File: config.mk
export PLATFORM = sky130hd
export DESIGN_NAME = radio_tx_request_frame_builder
export DESIGN_NICKNAME = d
export VERILOG_FILES = /design/src/hw/rtl/rtfb_pkg.sv /design/src/hw/rtl/rtfb_csr.sv /design/src/hw/rtl/rtfb_ctrl.sv /design/src/hw/rtl/rtfb_dp.sv /design/src/hw/rtl/radio_tx_request_frame_builder.sv
export SDC_FILE = /design/constraint.sdc
export NUM_CORES = 1
export LEC_CHECK = 0
export BUFFER_PORTS_ARGS = -buffer_cell sky130_fd_sc_hd__buf_2
export CORE_ASPECT_RATIO = 2
export CORE_MARGIN = 10
export CORE_UTILIZATION = 35
export DETAILED_ROUTE_END_ITERATION = 10
export HOLD_SLACK_MARGIN = 0.05
export SYNTH_ARGS = -nofsm -noshare
export SYNTH_HDL_FRONTEND = slang
export SYNTH_SLANG_ARGS = --single-unit
File: constraint.sdc
create_clock -name clock -period 7.7 [get_ports clock]
set_input_delay 0.77 -clock clock [delete_from_list [all_inputs] [get_ports clock]]
set_output_delay 0.77 -clock clock [all_outputs]
set_load 0.01 [all_outputs]
File: src/hw/rtl/rtfb_pkg.sv
// ----------------------------------------------------------------------------
// rtfb_pkg
// Types and constants shared by the transmit-request frame builder.
// ----------------------------------------------------------------------------
`timescale 1ns / 1ps
`default_nettype none

package rtfb_pkg;

   // Item layout
   localparam int FIELD_W     = 16;
   localparam int NUM_VALUES  = 4;
   localparam int REQ_DATA_W  = FIELD_W * NUM_VALUES;
   localparam int BYTE_W      = 8;

   // Decimal conversion: up to five digits for a 16-bit magnitude
   localparam int MAX_DIGITS  = 5;
   localparam int DIGIT_IDX_W = 3;
   localparam int VAL_IDX_W   = 2;
   localparam int HDR_IDX_W   = 5;
   localparam int PLEN_W      = 5;
   localparam int RECIP_SHIFT = 19;
   localparam int PROD_W      = FIELD_W + RECIP_SHIFT;
   localparam logic [16:0] RECIP_TEN = 17'd52429;

   localparam logic [VAL_IDX_W-1:0] LAST_VALUE = 2'd3;
   localparam logic [PLEN_W-1:0]    NUM_SPACES = 5'd3;

   // Frame bytes
   localparam logic [BYTE_W-1:0] START_DELIM   = 8'h7E;
   localparam logic [BYTE_W-1:0] LEN_HIGH      = 8'h00;
   localparam logic [BYTE_W-1:0] FRAME_TYPE_TX = 8'h10;
   localparam logic [BYTE_W-1:0] LEN_BASE      = 8'd14;
   localparam logic [BYTE_W-1:0] SUM_BASE      = 8'hFF;
   localparam logic [BYTE_W-1:0] ASCII_MINUS   = 8'h2D;
   localparam logic [BYTE_W-1:0] ASCII_SPACE   = 8'h20;
   localparam logic [BYTE_W-1:0] ASCII_ZERO    = 8'h30;

   // Header byte positions
   localparam logic [HDR_IDX_W-1:0] HDR_DELIM     = 5'd0;
   localparam logic [HDR_IDX_W-1:0] HDR_LEN_HI    = 5'd1;
   localparam logic [HDR_IDX_W-1:0] HDR_LEN_LO    = 5'd2;
   localparam logic [HDR_IDX_W-1:0] HDR_TYPE      = 5'd3;
   localparam logic [HDR_IDX_W-1:0] HDR_IDENT     = 5'd4;
   localparam logic [HDR_IDX_W-1:0] HDR_LONG_LAST = 5'd12;
   localparam logic [HDR_IDX_W-1:0] HDR_SHORT_HI  = 5'd13;
   localparam logic [HDR_IDX_W-1:0] HDR_SHORT_LO  = 5'd14;
   localparam logic [HDR_IDX_W-1:0] HDR_RADIUS    = 5'd15;
   localparam logic [HDR_IDX_W-1:0] HDR_OPTIONS   = 5'd16;

   // Register file
   localparam int CSR_ADDR_W    = 6;
   localparam int CSR_DATA_W    = 64;
   localparam int CSR_INDEX_LSB = 3;
   localparam int CSR_INDEX_W   = CSR_ADDR_W - CSR_INDEX_LSB;

   localparam logic [CSR_INDEX_W-1:0] REG_FRAME_IDENT  = 3'd0;
   localparam logic [CSR_INDEX_W-1:0] REG_DEST_LONG    = 3'd1;
   localparam logic [CSR_INDEX_W-1:0] REG_DEST_SHORT   = 3'd2;
   localparam logic [CSR_INDEX_W-1:0] REG_HOP_RADIUS   = 3'd3;
   localparam logic [CSR_INDEX_W-1:0] REG_SEND_OPTIONS = 3'd4;

   localparam logic [7:0]  RST_FRAME_IDENT = 8'h01;
   localparam logic [63:0] RST_DEST_LONG   = 64'h0;
   localparam logic [15:0] RST_DEST_SHORT  = 16'hFFFE;
   localparam logic [7:0]  RST_HOP_RADIUS  = 8'h00;
   localparam logic [7:0]  RST_SEND_OPTS   = 8'h00;

   typedef enum logic [2:0] {
      ST_IDLE,
      ST_CONV,
      ST_HEAD,
      ST_SIGN,
      ST_DIGIT,
      ST_SPACE,
      ST_SUM
   } state_type;

   typedef enum logic [2:0] {
      SRC_HEAD,
      SRC_SIGN,
      SRC_DIGIT,
      SRC_SPACE,
      SRC_SUM
   } src_type;

   typedef struct packed {
      logic [7:0]  frame_ident;
      logic [63:0] dest_long;
      logic [15:0] dest_short;
      logic [7:0]  hop_radius;
      logic [7:0]  send_options;
   } cfg_type;

   typedef struct packed {
      logic    capture;
      logic    conv_step;
      logic    emit;
      src_type src;
   } cmd_type;

   typedef struct packed {
      logic out_free;
      logic conv_done;
      logic head_last;
      logic digit_last;
      logic value_last;
      logic neg;
   } status_type;

endpackage

`default_nettype wire

File: src/hw/rtl/rtfb_csr.sv
// ----------------------------------------------------------------------------
// rtfb_csr
// Configuration registers behind a 64-bit APB-style port.
// ----------------------------------------------------------------------------
`timescale 1ns / 1ps
`default_nettype none

module rtfb_csr
   import rtfb_pkg::*;
(
   input  wire logic                  clock,
   input  wire logic                  reset,
   input  wire logic                  csr_psel,
   input  wire logic                  csr_penable,
   input  wire logic                  csr_pwrite,
   input  wire logic [CSR_ADDR_W-1:0] csr_paddr,
   input  wire logic [CSR_DATA_W-1:0] csr_pwdata,
   output logic      [CSR_DATA_W-1:0] csr_prdata,
   output logic                       csr_pready,
   output cfg_type                    cfg
);

   cfg_type                 cfg_ff, cfg_in;
   logic [CSR_INDEX_W-1:0]  index;
   logic                    wr_en;

   assign csr_pready = 1'b1;
   assign index      = csr_paddr[CSR_ADDR_W-1:CSR_INDEX_LSB];
   assign wr_en      = csr_psel && csr_penable && csr_pwrite && csr_pready;
   assign cfg        = cfg_ff;

   always_comb begin
      cfg_in = cfg_ff;
      if (wr_en) begin
         case (index)
            REG_FRAME_IDENT:  cfg_in.frame_ident  = csr_pwdata[7:0];
            REG_DEST_LONG:    cfg_in.dest_long    = csr_pwdata;
            REG_DEST_SHORT:   cfg_in.dest_short   = csr_pwdata[15:0];
            REG_HOP_RADIUS:   cfg_in.hop_radius   = csr_pwdata[7:0];
            REG_SEND_OPTIONS: cfg_in.send_options = csr_pwdata[7:0];
            default:          cfg_in = cfg_ff;
         endcase
      end
   end

   always_comb begin
      case (index)
         REG_FRAME_IDENT:  csr_prdata = CSR_DATA_W'(cfg_ff.frame_ident);
         REG_DEST_LONG:    csr_prdata = cfg_ff.dest_long;
         REG_DEST_SHORT:   csr_prdata = CSR_DATA_W'(cfg_ff.dest_short);
         REG_HOP_RADIUS:   csr_prdata = CSR_DATA_W'(cfg_ff.hop_radius);
         REG_SEND_OPTIONS: csr_prdata = CSR_DATA_W'(cfg_ff.send_options);
         default:          csr_prdata = '0;
      endcase
   end

   always_ff @(posedge clock) begin
      if (reset) begin
         cfg_ff.frame_ident  <= RST_FRAME_IDENT;
         cfg_ff.dest_long    <= RST_DEST_LONG;
         cfg_ff.dest_short   <= RST_DEST_SHORT;
         cfg_ff.hop_radius   <= RST_HOP_RADIUS;
         cfg_ff.send_options <= RST_SEND_OPTS;
      end else begin
         cfg_ff <= cfg_in;
      end
   end

endmodule

`default_nettype wire

File: src/hw/rtl/rtfb_ctrl.sv
// ----------------------------------------------------------------------------
// rtfb_ctrl
// Frame sequencer: capture, decimal conversion, then byte emission.
// ----------------------------------------------------------------------------
`timescale 1ns / 1ps
`default_nettype none

module rtfb_ctrl
   import rtfb_pkg::*;
(
   input  wire logic  clock,
   input  wire logic  reset,
   input  wire logic  req_tvalid,
   output logic       req_tready,
   input  status_type status,
   output cmd_type    cmd
);

   state_type state_ff, state_in;

   always_comb begin
      state_in = state_ff;
      case (state_ff)
         ST_IDLE: begin
            if (req_tvalid) state_in = ST_CONV;
         end
         ST_CONV: begin
            if (status.conv_done) state_in = ST_HEAD;
         end
         ST_HEAD: begin
            if (status.out_free && status.head_last) begin
               state_in = status.neg ? ST_SIGN : ST_DIGIT;
            end
         end
         ST_SIGN: begin
            if (status.out_free) state_in = ST_DIGIT;
         end
         ST_DIGIT: begin
            if (status.out_free && status.digit_last) begin
               state_in = status.value_last ? ST_SUM : ST_SPACE;
            end
         end
         ST_SPACE: begin
            if (status.out_free) state_in = status.neg ? ST_SIGN : ST_DIGIT;
         end
         ST_SUM: begin
            if (status.out_free) state_in = ST_IDLE;
         end
         default: state_in = ST_IDLE;
      endcase
   end

   always_comb begin
      req_tready    = 1'b0;
      cmd.capture   = 1'b0;
      cmd.conv_step = 1'b0;
      cmd.emit      = 1'b0;
      cmd.src       = SRC_HEAD;
      case (state_ff)
         ST_IDLE: begin
            req_tready  = 1'b1;
            cmd.capture = req_tvalid;
         end
         ST_CONV: begin
            cmd.conv_step = 1'b1;
         end
         ST_HEAD: begin
            cmd.emit = status.out_free;
            cmd.src  = SRC_HEAD;
         end
         ST_SIGN: begin
            cmd.emit = status.out_free;
            cmd.src  = SRC_SIGN;
         end
         ST_DIGIT: begin
            cmd.emit = status.out_free;
            cmd.src  = SRC_DIGIT;
         end
         ST_SPACE: begin
            cmd.emit = status.out_free;
            cmd.src  = SRC_SPACE;
         end
         ST_SUM: begin
            cmd.emit = status.out_free;
            cmd.src  = SRC_SUM;
         end
         default: begin
            req_tready = 1'b0;
         end
      endcase
   end

   always_ff @(posedge clock) begin
      if (reset) begin
         state_ff <= ST_IDLE;
      end else begin
         state_ff <= state_in;
      end
   end

endmodule

`default_nettype wire

File: src/hw/rtl/rtfb_dp.sv
// ----------------------------------------------------------------------------
// rtfb_dp
// Datapath: value capture, divide-by-ten digit unit, byte mux, checksum and
// output register.
// ----------------------------------------------------------------------------
`timescale 1ns / 1ps
`default_nettype none

module rtfb_dp
   import rtfb_pkg::*;
#(
   parameter int VALUE_BITS = 16
) (
   input  wire logic                  clock,
   input  wire logic                  reset,
   input  cmd_type                    cmd,
   input  cfg_type                    cfg,
   input  wire logic [REQ_DATA_W-1:0] req_tdata,
   output status_type                 status,
   output logic                       rsp_tvalid,
   input  wire logic                  rsp_tready,
   output logic      [BYTE_W-1:0]     rsp_tdata,
   output logic                       rsp_tlast
);

   // Captured magnitudes, worked in place by the digit unit
   logic [VALUE_BITS-1:0]  mags_ff [NUM_VALUES];
   logic [VALUE_BITS-1:0]  mags_in [NUM_VALUES];
   logic                   neg_ff [NUM_VALUES];
   logic                   neg_in [NUM_VALUES];
   logic [3:0]             digits_ff [NUM_VALUES][MAX_DIGITS];
   logic [3:0]             digits_in [NUM_VALUES][MAX_DIGITS];
   logic [DIGIT_IDX_W-1:0] lastidx_ff [NUM_VALUES];
   logic [DIGIT_IDX_W-1:0] lastidx_in [NUM_VALUES];

   logic [VAL_IDX_W-1:0]   cv_ff, cv_in;
   logic [DIGIT_IDX_W-1:0] cd_ff, cd_in;
   logic [VAL_IDX_W-1:0]   ev_ff, ev_in;
   logic [DIGIT_IDX_W-1:0] di_ff, di_in;
   logic [HDR_IDX_W-1:0]   hi_ff, hi_in;
   logic [PLEN_W-1:0]      plen_ff, plen_in;
   logic [BYTE_W-1:0]      sum_ff, sum_in;
   logic                   rsp_tvalid_ff, rsp_tvalid_in;
   logic [BYTE_W-1:0]      rsp_tdata_ff, rsp_tdata_in;
   logic                   rsp_tlast_ff, rsp_tlast_in;

   // Capture helpers
   logic [VALUE_BITS-1:0]  raw [NUM_VALUES];
   logic [PLEN_W-1:0]      neg_count;

   // Digit unit
   logic [FIELD_W-1:0]     mag_w;
   logic [PROD_W-1:0]      prod;
   logic [FIELD_W-1:0]     quot;
   logic [FIELD_W-1:0]     rem_w;
   logic                   quot_zero;

   // Byte selection
   logic [2:0]             long_sel;
   logic [BYTE_W-1:0]      long_byte;
   logic [BYTE_W-1:0]      hdr_byte;
   logic [BYTE_W-1:0]      out_byte;
   logic                   in_sum;

   always_comb begin
      neg_count = '0;
      for (int k = 0; k < NUM_VALUES; k++) begin
         raw[k]    = req_tdata[k*FIELD_W +: VALUE_BITS];
         neg_count = neg_count + PLEN_W'(raw[k][VALUE_BITS-1]);
      end
   end

   // Divide by ten through the reciprocal; exact for any magnitude up to 32768
   assign mag_w     = FIELD_W'(mags_ff[cv_ff]);
   assign prod      = PROD_W'(mag_w) * PROD_W'(RECIP_TEN);
   assign quot      = prod[RECIP_SHIFT +: FIELD_W];
   assign rem_w     = mag_w - ((quot << 3) + (quot << 1));
   assign quot_zero = (quot == '0);

   assign long_sel  = 3'(HDR_LONG_LAST - hi_ff);
   assign long_byte = cfg.dest_long[{long_sel, 3'b000} +: BYTE_W];

   always_comb begin
      case (hi_ff)
         HDR_DELIM:    hdr_byte = START_DELIM;
         HDR_LEN_HI:   hdr_byte = LEN_HIGH;
         HDR_LEN_LO:   hdr_byte = LEN_BASE + BYTE_W'(plen_ff);
         HDR_TYPE:     hdr_byte = FRAME_TYPE_TX;
         HDR_IDENT:    hdr_byte = cfg.frame_ident;
         HDR_SHORT_HI: hdr_byte = cfg.dest_short[15:8];
         HDR_SHORT_LO: hdr_byte = cfg.dest_short[7:0];
         HDR_RADIUS:   hdr_byte = cfg.hop_radius;
         HDR_OPTIONS:  hdr_byte = cfg.send_options;
         default:      hdr_byte = long_byte;
      endcase
   end

   always_comb begin
      case (cmd.src)
         SRC_HEAD:  out_byte = hdr_byte;
         SRC_SIGN:  out_byte = ASCII_MINUS;
         SRC_DIGIT: out_byte = ASCII_ZERO | BYTE_W'(digits_ff[ev_ff][di_ff]);
         SRC_SPACE: out_byte = ASCII_SPACE;
         SRC_SUM:   out_byte = SUM_BASE - sum_ff;
         default:   out_byte = hdr_byte;
      endcase
   end

   // The delimiter and the two length bytes stay out of the checksum
   assign in_sum = (cmd.src != SRC_SUM) && !((cmd.src == SRC_HEAD) && (hi_ff < HDR_TYPE));

   always_comb begin
      mags_in       = mags_ff;
      neg_in        = neg_ff;
      digits_in     = digits_ff;
      lastidx_in    = lastidx_ff;
      cv_in         = cv_ff;
      cd_in         = cd_ff;
      ev_in         = ev_ff;
      di_in         = di_ff;
      hi_in         = hi_ff;
      plen_in       = plen_ff;
      sum_in        = sum_ff;
      rsp_tvalid_in = rsp_tvalid_ff;
      rsp_tdata_in  = rsp_tdata_ff;
      rsp_tlast_in  = rsp_tlast_ff;

      if (rsp_tvalid_ff && rsp_tready) rsp_tvalid_in = 1'b0;

      if (cmd.capture) begin
         for (int k = 0; k < NUM_VALUES; k++) begin
            neg_in[k]  = raw[k][VALUE_BITS-1];
            mags_in[k] = raw[k][VALUE_BITS-1] ? VALUE_BITS'(~raw[k] + 1'b1) : raw[k];
         end
         cv_in   = '0;
         cd_in   = '0;
         ev_in   = '0;
         hi_in   = '0;
         sum_in  = '0;
         plen_in = NUM_SPACES + neg_count;
      end

      if (cmd.conv_step) begin
         digits_in[cv_ff][cd_ff] = rem_w[3:0];
         plen_in                 = plen_ff + 1'b1;
         if (quot_zero) begin
            lastidx_in[cv_ff] = cd_ff;
            cd_in             = '0;
            cv_in             = cv_ff + 1'b1;
            // Point the emitter at the top digit of the first value
            if (cv_ff == LAST_VALUE) di_in = lastidx_ff[0];
         end else begin
            mags_in[cv_ff] = quot[VALUE_BITS-1:0];
            cd_in          = cd_ff + 1'b1;
         end
      end

      if (cmd.emit) begin
         rsp_tvalid_in = 1'b1;
         rsp_tdata_in  = out_byte;
         rsp_tlast_in  = (cmd.src == SRC_SUM);
         if (in_sum) sum_in = sum_ff + out_byte;
         case (cmd.src)
            SRC_HEAD: begin
               hi_in = hi_ff + 1'b1;
            end
            SRC_DIGIT: begin
               if (di_ff == '0) begin
                  // Advance to the next value so its sign is visible in the space state
                  if (ev_ff != LAST_VALUE) begin
                     ev_in = ev_ff + 1'b1;
                     di_in = lastidx_ff[ev_ff + 1'b1];
                  end
               end else begin
                  di_in = di_ff - 1'b1;
               end
            end
            default: begin
               hi_in = hi_ff;
            end
         endcase
      end
   end

   assign status.out_free   = !rsp_tvalid_ff || rsp_tready;
   assign status.conv_done  = (cv_ff == LAST_VALUE) && quot_zero;
   assign status.head_last  = (hi_ff == HDR_OPTIONS);
   assign status.digit_last = (di_ff == '0);
   assign status.value_last = (ev_ff == LAST_VALUE);
   assign status.neg        = neg_ff[ev_ff];

   assign rsp_tvalid = rsp_tvalid_ff;
   assign rsp_tdata  = rsp_tdata_ff;
   assign rsp_tlast  = rsp_tlast_ff;

   always_ff @(posedge clock) begin
      if (reset) begin
         rsp_tvalid_ff <= 1'b0;
      end else begin
         rsp_tvalid_ff <= rsp_tvalid_in;
      end
   end

   always_ff @(posedge clock) begin
      mags_ff      <= mags_in;
      neg_ff       <= neg_in;
      digits_ff    <= digits_in;
      lastidx_ff   <= lastidx_in;
      cv_ff        <= cv_in;
      cd_ff        <= cd_in;
      ev_ff        <= ev_in;
      di_ff        <= di_in;
      hi_ff        <= hi_in;
      plen_ff      <= plen_in;
      sum_ff       <= sum_in;
      rsp_tdata_ff <= rsp_tdata_in;
      rsp_tlast_ff <= rsp_tlast_in;
   end

endmodule

`default_nettype wire

File: src/hw/rtl/radio_tx_request_frame_builder.sv
// ----------------------------------------------------------------------------
// radio_tx_request_frame_builder
// Builds one API transmit-request frame from four signed values.
// ----------------------------------------------------------------------------
// Each accepted item (four values) becomes one frame of 25 to 45 bytes on the
// rsp stream, the checksum byte flagged with tlast. The frame carries the start
// delimiter, length, frame type, frame id, 64- and 16-bit destination, radius,
// options, the values as space-separated ASCII decimal, and the checksum.
// Timing: the divide-by-ten unit produces one decimal digit per cycle, then the
// output register sends one byte per cycle while rsp_tready is high. req_tready
// is high only between frames; the last byte may still sit in the output
// register when the next item is taken. Registers are written over the csr
// port at byte address 8*index and should only be changed while no frame is
// under way.
`timescale 1ns / 1ps
`default_nettype none

module radio_tx_request_frame_builder
   import rtfb_pkg::*;
#(
   parameter int VALUE_BITS = 16
) (
   input  wire logic                  clock,
   input  wire logic                  reset,
   input  wire logic                  req_tvalid,
   output logic                       req_tready,
   // first_value, second_value, third_value, fourth_value (16 bits each)
   input  wire logic [REQ_DATA_W-1:0] req_tdata,
   output logic                       rsp_tvalid,
   input  wire logic                  rsp_tready,
   // frame_byte
   output logic      [BYTE_W-1:0]     rsp_tdata,
   output logic                       rsp_tlast,
   input  wire logic                  csr_psel,
   input  wire logic                  csr_penable,
   input  wire logic                  csr_pwrite,
   input  wire logic [CSR_ADDR_W-1:0] csr_paddr,
   input  wire logic [CSR_DATA_W-1:0] csr_pwdata,
   output logic      [CSR_DATA_W-1:0] csr_prdata,
   output logic                       csr_pready
);

   cfg_type    cfg;
   cmd_type    cmd;
   status_type status;

   rtfb_csr u_csr (
      .clock       (clock),
      .reset       (reset),
      .csr_psel    (csr_psel),
      .csr_penable (csr_penable),
      .csr_pwrite  (csr_pwrite),
      .csr_paddr   (csr_paddr),
      .csr_pwdata  (csr_pwdata),
      .csr_prdata  (csr_prdata),
      .csr_pready  (csr_pready),
      .cfg         (cfg)
   );

   rtfb_ctrl u_ctrl (
      .clock      (clock),
      .reset      (reset),
      .req_tvalid (req_tvalid),
      .req_tready (req_tready),
      .status     (status),
      .cmd        (cmd)
   );

   rtfb_dp #(
      .VALUE_BITS (VALUE_BITS)
   ) u_dp (
      .clock      (clock),
      .reset      (reset),
      .cmd        (cmd),
      .cfg        (cfg),
      .req_tdata  (req_tdata),
      .status     (status),
      .rsp_tvalid (rsp_tvalid),
      .rsp_tready (rsp_tready),
      .rsp_tdata  (rsp_tdata),
      .rsp_tlast  (rsp_tlast)
   );

endmodule

`default_nettype wire

* Yosys cells after proc, flatten, opt, wreduce, memory -nomap -nowiden *
Cells that the tools add are included.

cells by class
  add/subtract/negate cells = 20
  $mul = 1
  $lt $le $gt $ge = 8
  equality and inequality tests = 34
  shifts and indexed selects = 1
  multiplexer cells = 78
  bitwise operators = 9
  reduce and logical (&&, ||, !) cells = 28

operators by type and width
  operator                                                                count
  64-bit case mux with 5 select lines                                     1
  64-bit two-way mux                                                      3
  16-bit two-way mux                                                      7
  80-bit bitwise mux                                                      1
  8-bit case mux with 9 select lines                                      1
  16-bit by 1-bit adder with 16-bit output (second input constant)        4
  64-bit bitwise mux                                                      1
  16-bit inverter                                                         4
  64-bit by 7-bit variable part select with 8-bit output                  1
  3-bit two-way mux                                                       21
  20-bit two-way mux                                                      3
  20-bit binary-select mux with 2-bit select                              1
  20-bit demux with 2-bit select                                          1
  16-bit binary-select mux with 2-bit select                              1
  16-bit demux with 2-bit select                                          1
  16-bit by 16-bit multiplier with 32-bit output (second input constant)  1
  8-bit case mux with 4 select lines                                      1
  8-bit two-way mux                                                       3
  3-bit case mux with 7 select lines                                      1
  5-bit two-way mux                                                       4
  4-bit case mux with 5 select lines                                      1
  3-bit by 2-bit == test with 1-bit output (second input constant)        6
  2-bit two-way mux                                                       9
  16-bit zero test                                                        1
  49 further kinds                                                        101

storage, ports and cells
  register bits after elaboration = 305
  bits of input ports = 141

* Depth between registers and ports, before layout *
Gate-level depths: netlist of run 1.

  depth in word-level cells = 12
  gate-level depth with buffers = 27
  depth with buffers taken out = 23

* By module *
From an unflattened synthesis of run 1, not the netlist that was laid out.

second synthesis, totals
  cell total of the unflattened synthesis = 2173
  area, all modules = 22094.9 µm²

by module, submodules not included
  module     instances  cells each  area each (µm²)  sequential area each (µm²)
  rtfb_dp    1          1584        16459.5          5144.9
  rtfb_csr   1          546         5305.1           2082.0
  rtfb_ctrl  1          43          330.3            60.1

* Least setup slack after synthesis of run 1 *
Ideal clock, no wire load.

  path kind = reg-to-reg
  from = reg u_dp.cv_ff[0]
  to = reg u_dp.digits_ff[11] (netlist name), data pin
  library setup time = 0.320 ns
  arrival = 7.371 ns
  data required time = 7.380 ns
  setup slack = 0.010 ns
  cell stages (with the launch flop) = 26
  buffers on the path = 2
  period minus slack after synthesis = 7.690 ns
  cell sequence = dfxtp_1 buf_6 buf_1 mux4_2 ha_1 inv_1 fa_1 inv_1 fa_1 fa_1 fa_1 inv_1 fa_1 inv_1 ha_1 a211oi_1 o211a_1 o2bb2ai_1 o21ai_0 or3_1 nand2_1 inv_1 ha_1 a21oi_1 xnor2_1 xnor2_1

on the way
  cells in the longest elaborated chain, start to end = 8
  elaborated cells between the ends (all ways) = 13
  those cells by class = add/sub (2); mul (1); order compare (2); mux (6); bitwise (1); reduce/logical (1)

ends and longest elaborated chain
  what                                                        RTL line        RTL
  start, declared                                             rtfb_dp.sv:36   logic [VAL_IDX_W-1:0] cv_ff, cv_in;
  start signal, assigned                                      rtfb_dp.sv:209  cv_ff <= cv_in;
  2-bit inverter with 3-bit output (not written as such) (*)  rtfb_dp.sv:74   assign mag_w = FIELD_W'(mags_ff[cv_ff]);
  16-bit binary-select mux with 2-bit select (*)              rtfb_dp.sv:74
  16-bit two-way mux (not written as such) (*) (2 in a row)   rtfb_dp.sv:74
  16-bit by 16-bit multiplier with 32-bit output              rtfb_dp.sv:75   assign prod = PROD_W'(mag_w) * PROD_W'(RECIP_TEN);
  4-bit adder                                                 rtfb_dp.sv:77   assign rem_w = mag_w - ((quot << 3) + (quot << 1));
  4-bit subtractor (*)                                        rtfb_dp.sv:77
  net u_dp.rem_w[3]                                           rtfb_dp.sv:55   logic [FIELD_W-1:0] rem_w;
  80-bit bitwise mux (*)                                      rtfb_dp.sv:144  digits_in[cv_ff][cd_ff] = rem_w[3:0];
  end signal, assigned                                        rtfb_dp.sv:207  digits_ff <= digits_in;
  end, declared                                               rtfb_dp.sv:31   logic [3:0] digits_ff [NUM_VALUES][MAX_DIGITS];

The timed path passes the listed nets; every way through them passes the cells marked *. The select of a mux whose other input is x is not followed.
A chain may end at the register's enable or synchronous reset.

==> results of run 1 <==
-- flip-flops by register name, indices dropped and copies added (netlist names), 4 cells and up --
name and count:
u_csr.cfg 104, u_dp.plen_ff 5, u_dp.lastidx_ff 12, u_dp.hi_ff 5
u_dp.rsp_tdata 8, u_dp.digits_ff 80, u_dp.sum_ff 8, u_dp.mags_ff 64
u_dp.neg_ff 4
-- cell usage after synthesis, types with 9 or more instances --
cell type    n  area share
mux2_2      18      0.0096
inv_1      189       0.034
a22oi_1     15      0.0054
xnor2_1     28       0.012
a21oi_1    180       0.043
o22ai_1     10      0.0030
a211o_1     20      0.0083
mux2i_1    102       0.049
nand2_1    238       0.042
a211oi_1     9      0.0032
xor2_1      62       0.026
a21o_1      12      0.0043
nor3_1      21      0.0050
fa_1        80       0.076
o31ai_1     23      0.0082
buf_1       12      0.0021
ha_1       166       0.099
nor2b_1     27      0.0080
nor2_1     165       0.029
a31oi_1     10      0.0030
and2_1      58       0.017
nand4_1     12      0.0036
clkbuf_1    93       0.017
mux4_2      53       0.057
o211ai_1    10      0.0036
edfxtp_1   118        0.17
o21ai_0     65       0.015
dfxtp_1    187        0.18
and3_1      10      0.0030
nand3_1     29      0.0069
nand2b_1    10      0.0030
or3_1       17      0.0051
-- stage by stage --
stage               worst slack [ns]  hold WS, ns  TNS, ns
global route                 -0.0358        0.416  -0.0737
global placement              0.0985        0.437        0
floorplan                    0.00990        0.429        0
CTS                          -0.0225        0.399  -0.0720
finish                         0.235        0.411        0
detailed placement           -0.0190        0.446  -0.0569
-- metal layers --
metal | track usage | up-vias
met3 | 0.0280 | 197
met4 | 0.164 | 0
met5 | 0 | -
met1 | 0.166 | 8179
li1 | - | 8003
met2 | 0.367 | 555
-- repair_timing --
action / in CTS / in global routing
hold buffers: 0 / 0
resized for setup: 1 / 20
endpoints found under the setup margin: 6 / 106
pin swaps: 0 / 4
buffers inserted: 0 / 11
-- logic make-up after synthesis --
kind of cell	count (synthesis)	synth area share
XOR/XNOR	90	0.0375
AND/OR/NAND/NOR	615	0.136
multiplexers	176	0.119
AO/OA/AOI/OAI	421	0.129
other	1	0.000178
flip-flops	305	0.346
adder cells (fa/ha/maj)	247	0.175
buffers and inverters	307	0.0571
-- how the worst max path moves through the flow --
stage | start | endpoint | slack (ns)
6_report | u_dp.cv_ff[0]$_DFF_P_ | u_dp.mags_ff[24]$_DFF_P_ | 0.24
5_1_grt | u_dp.cv_ff[0]$_DFF_P_ | u_dp.cv_ff[1]$_DFF_P_ | -0.04
4_1_cts | u_dp.cv_ff[0]$_DFF_P_ | u_dp.lastidx_ff[8]$_DFFE_PP_ | -0.02
3_5_place_dp | u_dp.cv_ff[1]$_DFF_P_ | u_dp.lastidx_ff[8]$_DFFE_PP_ | -0.02
3_3_place_gp | u_dp.cv_ff[0]$_DFF_P_ | u_dp.lastidx_ff[6]$_DFFE_PP_ | 0.1
2_1_floorplan | u_dp.cv_ff[0]$_DFF_P_ | u_dp.digits_ff[11]$_DFFE_PP_ | 0.01
-- worst min-delay path, stage by stage --
cell     delay, ns
buf_2         0.10
nand2_1       0.05
a21oi_1       0.05
-- cell type report --
cell class / instances / area, µm²
clock inverters: 25 / 300
inverters: 192 / 721
well taps: 774 / 968
fillers: 5964 / 35300
repair buffers: 291 / 1720
clock buffers: 33 / 783
flip-flops and latches: 305 / 7290
multi-input cells: 1550 / 12700
==> run_results.csv, run 1 <==
group,metric,value,unit
run_status,status,"finished, final reports clean",
drt,met3WireLength,3020,µm
clock_network,clk_path_buf_depth,3,
flow_run,drv_cap,0,
synth,syn_area,21000,µm²
floorplan,die_w,193,µm
setup_path,critPathCaptureType,"flop",
synth,syn_inst,2162,
timing,period_needed,7.46,ns
placement,hpwl,57600,µm
setup_path,max_stage_delay,0.78,ns
synth,async_flop_share,0,
global_routing,grt_pass1_vias,17989,
hold_path,min_path_type,"input port to flop",
clock_network,h-tree-depth,1,
setup_path,critical_path_cell_count,28,
global_routing,grt_pass1_wl,106000,µm
timing,rsz0062_at_grt,"true",
placement,dp.cells,3101,
drt,drtIter0Drc,799,
finish,nets,2758,
timing,timing.fmax,0.134,GHz
synth,avgSynthCellArea,9.73,µm²
drt,route.detailed.drc,0,
synth,yosysWarnings,0,
setup_path,worstPathArrival,7.98,ns
global_routing,grt_max_degree,104,
synth,yosys.cell_types.count,78,
finish,diodes,0,
finish,fin_area,24400,µm²
drt,met2_length,37700,µm
setup_path,timing_worst_setup_path_type,"flop to flop",
global_routing,overflow,0,
clock_network,cts.sinks,305,
clock_network,cts_tree,"done",
floorplan,coreArea,59700,µm²
setup_path,critPathBufInv,11,
setup_path,cpMaxStageDelayCell,"mux4_1",
drt,highest_layer,"met4",
finish,final_common_cell,"nand2_1",
floorplan,initial_core_util,0.352,
timing,tightest_slew,1.00,ns
drt,drt_pass1_iterations,7,
setup_path,cpMostUsedCell,"buf_4",
finish,drive_gt1_frac,0.191,
finish,final_core_utilization,0.409,
drt,wl,70000,µm
setup_path,reg2reg_to,"u_dp.mags_ff[24]$_DFF_P_",
drt,wl_per_cell,22.1,µm
setup_path,path_delay_family,"adder cells",
placement,port_buffers,212,
synth,yosys_most_used_dff,"dfxtp_1",
timing,finalSetupViolations,0,
setup_path,ff2ff_setup_slack,0.24,ns
hold_path,whs_endpoint,"u_csr.cfg[64]$_SDFFE_PP0P_",
clock_network,clk_pin_slew,0.07,ns
floorplan,fp-row-count,127,
setup_path,worstReg2RegStart,"u_dp.cv_ff[0]$_DFF_P_",
timing,slew_viol_final,0,
hold_path,min-delay-start,"csr_pwdata[32]",
timing,fin_skew,0.0281,ns
synth,ys_seq_area_frac,0.346,
timing,layout_worst_path_cycle_share,0.969,
hold_path,whs_path_depth,3,
finish,finalNonFillerCells,3170,
clock_network,clkLatencyLatePin,0.59,ns
drt,num_vias,16934,
floorplan,num_io_pins,217,
synth,synth_edf_count,118,
global_routing,antenna_found_initial,0,
placement,gp_congestion,0.940,
finish,area_growth,16.1,%
setup_path,reg2regPathDepth,28,
drt,viasPerCell,5.34,
clock_network,cts-root-buf,"clkbuf_16",
drt,ant_nets,0,
setup_path,path_max_fanout,14,
setup_path,cp-start-kind,"flop",
placement,dpl_cell_area,23200,µm²
clock_network,cts_buffers,31,
finish,final_cell_mix,"nand2_1 (237), buf_2 (211), inv_1 (189), dfxtp_1 (186), a21oi_1 (180)",
global_routing,grt_use_total,0.190,
setup_path,cp.required,8.22,ns
floorplan,die_y,367,µm
synth,synth_fp_nets,2549,
synth,ys_ff_latch,305,
timing,hold_viol,0,
floorplan,dieArea,70900,µm²
drt,met1_length,22500,µm
timing,slew_headroom,0.328,
Power of run 1 is left out: the tool's default activity adds up to more than one toggle a clock period on the data nets, which glitch-free logic cannot reach.
==> run 2: changes to the inputs <==
--- a/config.mk
+++ b/config.mk
@@ -11,6 +11,8 @@
 export CORE_UTILIZATION = 35
 export DETAILED_ROUTE_END_ITERATION = 10
 export HOLD_SLACK_MARGIN = 0.05
+export PLACE_DENSITY = 0.66
+export SETUP_SLACK_MARGIN = 0.15
 export SYNTH_ARGS = -nofsm -noshare
 export SYNTH_HDL_FRONTEND = slang
 export SYNTH_SLANG_ARGS = --single-unit
==> run 2 against run 1 <==
Cell count up 0.35%. Flip-flop and latch count is the same. Cell area increased by 0.99%. First-iteration DRC count is 15% higher. Worst hold slack got worse by 0.0045 ns. Wire length increased by 1.9%. Clock skew is essentially flat. Fmax increased by 1.6%. Critical path depth is 2 lower. Largest cell class unchanged. Global-route usage grew 0.46 points. Via count grew 1.3%. Non-clock buffer count is 10 higher.
==> run_results.csv, run 2 (synthesis results as in run 1) <==
group,metric,value,unit
finish,final_cell_mix,"nand2_1 (237), buf_2 (211), inv_1 (188), dfxtp_1 (186), a21oi_1 (178)",
timing,rsz0062_at_grt,"true",
setup_path,path_max_fanout,10,
timing,timing.fmax,0.136,GHz
floorplan,num_io_pins,217,
drt,drt_pass1_iterations,5,
floorplan,die_w,193,µm
timing,tightest_slew,0.951,ns
setup_path,crit_start,"u_dp.cv_ff[0]$_DFF_P_",
finish,largest_reg_flops,104,
setup_path,cpMaxStageDelayCell,"mux4_2",
drt,route.detailed.drc,0,
clock_network,cts-root-buf,"clkbuf_16",
run_status,status,"finished, final reports clean",
placement,gp_congestion,0.971,
drt,num_vias,17146,
setup_path,critPathBufInv,9,
finish,multiInputGateArea,12700,µm²
setup_path,cp-start-kind,"flop",
clock_network,cts_tree,"done",
finish,nets,2767,
floorplan,coreArea,59700,µm²
setup_path,cp.required,8.21,ns
global_routing,grt_max_degree,94,
drt,viasPerCell,5.39,
timing,finalSetupViolations,0,
timing,hold_viol,0,
timing,slew_headroom,0.361,
global_routing,grt_pass1_vias,17879,
hold_path,min-delay-start,"csr_pwdata[9]",
drt,ant_nets,0,
clock_network,cts.sinks,305,
drt,drtIter0Drc,915,
setup_path,timing_worst_setup_path_type,"flop to flop",
setup_path,critPathCaptureType,"flop",
setup_path,worstPathArrival,7.86,ns
floorplan,initial_core_util,0.352,
clock_network,clkLatencyLatePin,0.59,ns
finish,area_growth,17.2,%
finish,drive_gt1_frac,0.201,
clock_network,h-tree-depth,1,
drt,wl_per_cell,22.4,µm
global_routing,grt_use_total,0.195,
finish,n_fill_cell,5878,
clock_network,clk_path_buf_depth,3,
setup_path,path_delay_family,"adder cells",
floorplan,dieArea,70900,µm²
timing,slew_viol_final,0,
drt,wl,71300,µm
floorplan,fp-row-count,127,
placement,dpl_cell_area,23300,µm²
global_routing,antenna_found_initial,2,
finish,regArea,7290,µm²
clock_network,cts_hold_buf,0,
setup_path,worstReg2RegStart,"u_dp.cv_ff[0]$_DFF_P_",
timing,period_needed,7.34,ns
timing,fin_skew,0.0283,ns
global_routing,grt_pass1_wl,108000,µm
setup_path,cpMostUsedCell,"fa_1",
hold_path,min_path_type,"input port to flop",
finish,fin_area,24700,µm²
placement,hpwl,58100,µm
setup_path,max_stage_delay,0.63,ns
floorplan,die_y,367,µm
finish,final_common_cell,"nand2_1",
global_routing,overflow,0,
placement,port_buffers,212,
clock_network,clk_pin_slew,0.07,ns
timing,layout_worst_path_cycle_share,0.954,
flow_run,drv_cap,0,
clock_network,cts_buffers,30,
timing,finalSetupTns,0,ns
run 2: cell types whose count changed in the layout (fill, tap and decap cells not counted), moves of 3 or more:
cell	previous run	this run
buf_4	73	79
clkinv_2	7	4
clkinv_8	0	3
diode_2	0	3
inv_6	3	0
o21ai_0	64	61
run 2: metal layers:
metal,vias to the layer above,wire (µm),track usage
met4,0,6520,0.158
met2,608,38200,0.369
met1,8303,22800,0.178
met5,-,0,0
met3,209,3760,0.0317
li1,8026,-,-
run 2: layout make-up:
type,count,area share
timing repair buffer,301,0.0741
tap,774,0.0393
antenna,3,0.000304
multi-input combinational,1550,0.516
inverter,192,0.0292
clock buffer,36,0.0331
sequential,305,0.296
clock inverter,20,0.0129
run 2: metrics by stage:
| step | util | std cells | hold WS, ns | setup WS (ns) |
|---|---|---|---|---|
| floorplan | - | 2162 | 0.429 | 0.375 |
| CTS | 0.410 | 3171 | 0.383 | 0.129 |
| finish | 0.413 | 3181 | 0.407 | 0.356 |
| detailed placement | 0.390 | 3114 | 0.451 | -0.133 |
| global route | 0.413 | 3178 | 0.402 | 0.105 |
| global placement | 0.390 | 3114 | 0.441 | -0.0846 |
run 2: worst paths after layout:
kind / endpoint / slack, ns / cells after the start
min: u_csr.cfg[25]$_SDFFE_PP1P_ / 0.41 / 2
max: u_dp.mags_ff[34]$_DFF_P_ / 0.36 / 26
min reg2reg: u_dp.mags_ff[63]$_DFF_P_ / 0.46 / 2
max reg2reg: u_dp.mags_ff[34]$_DFF_P_ / 0.36 / 26
run 2: what timing repair did:
action / CTS / global route
endpoints found under the setup margin: 117 / 126
gates resized for setup: 11 / 37
buffers inserted: 1 / 7
pin swaps: 1 / 8
Power of run 2 is left out for the same reason.
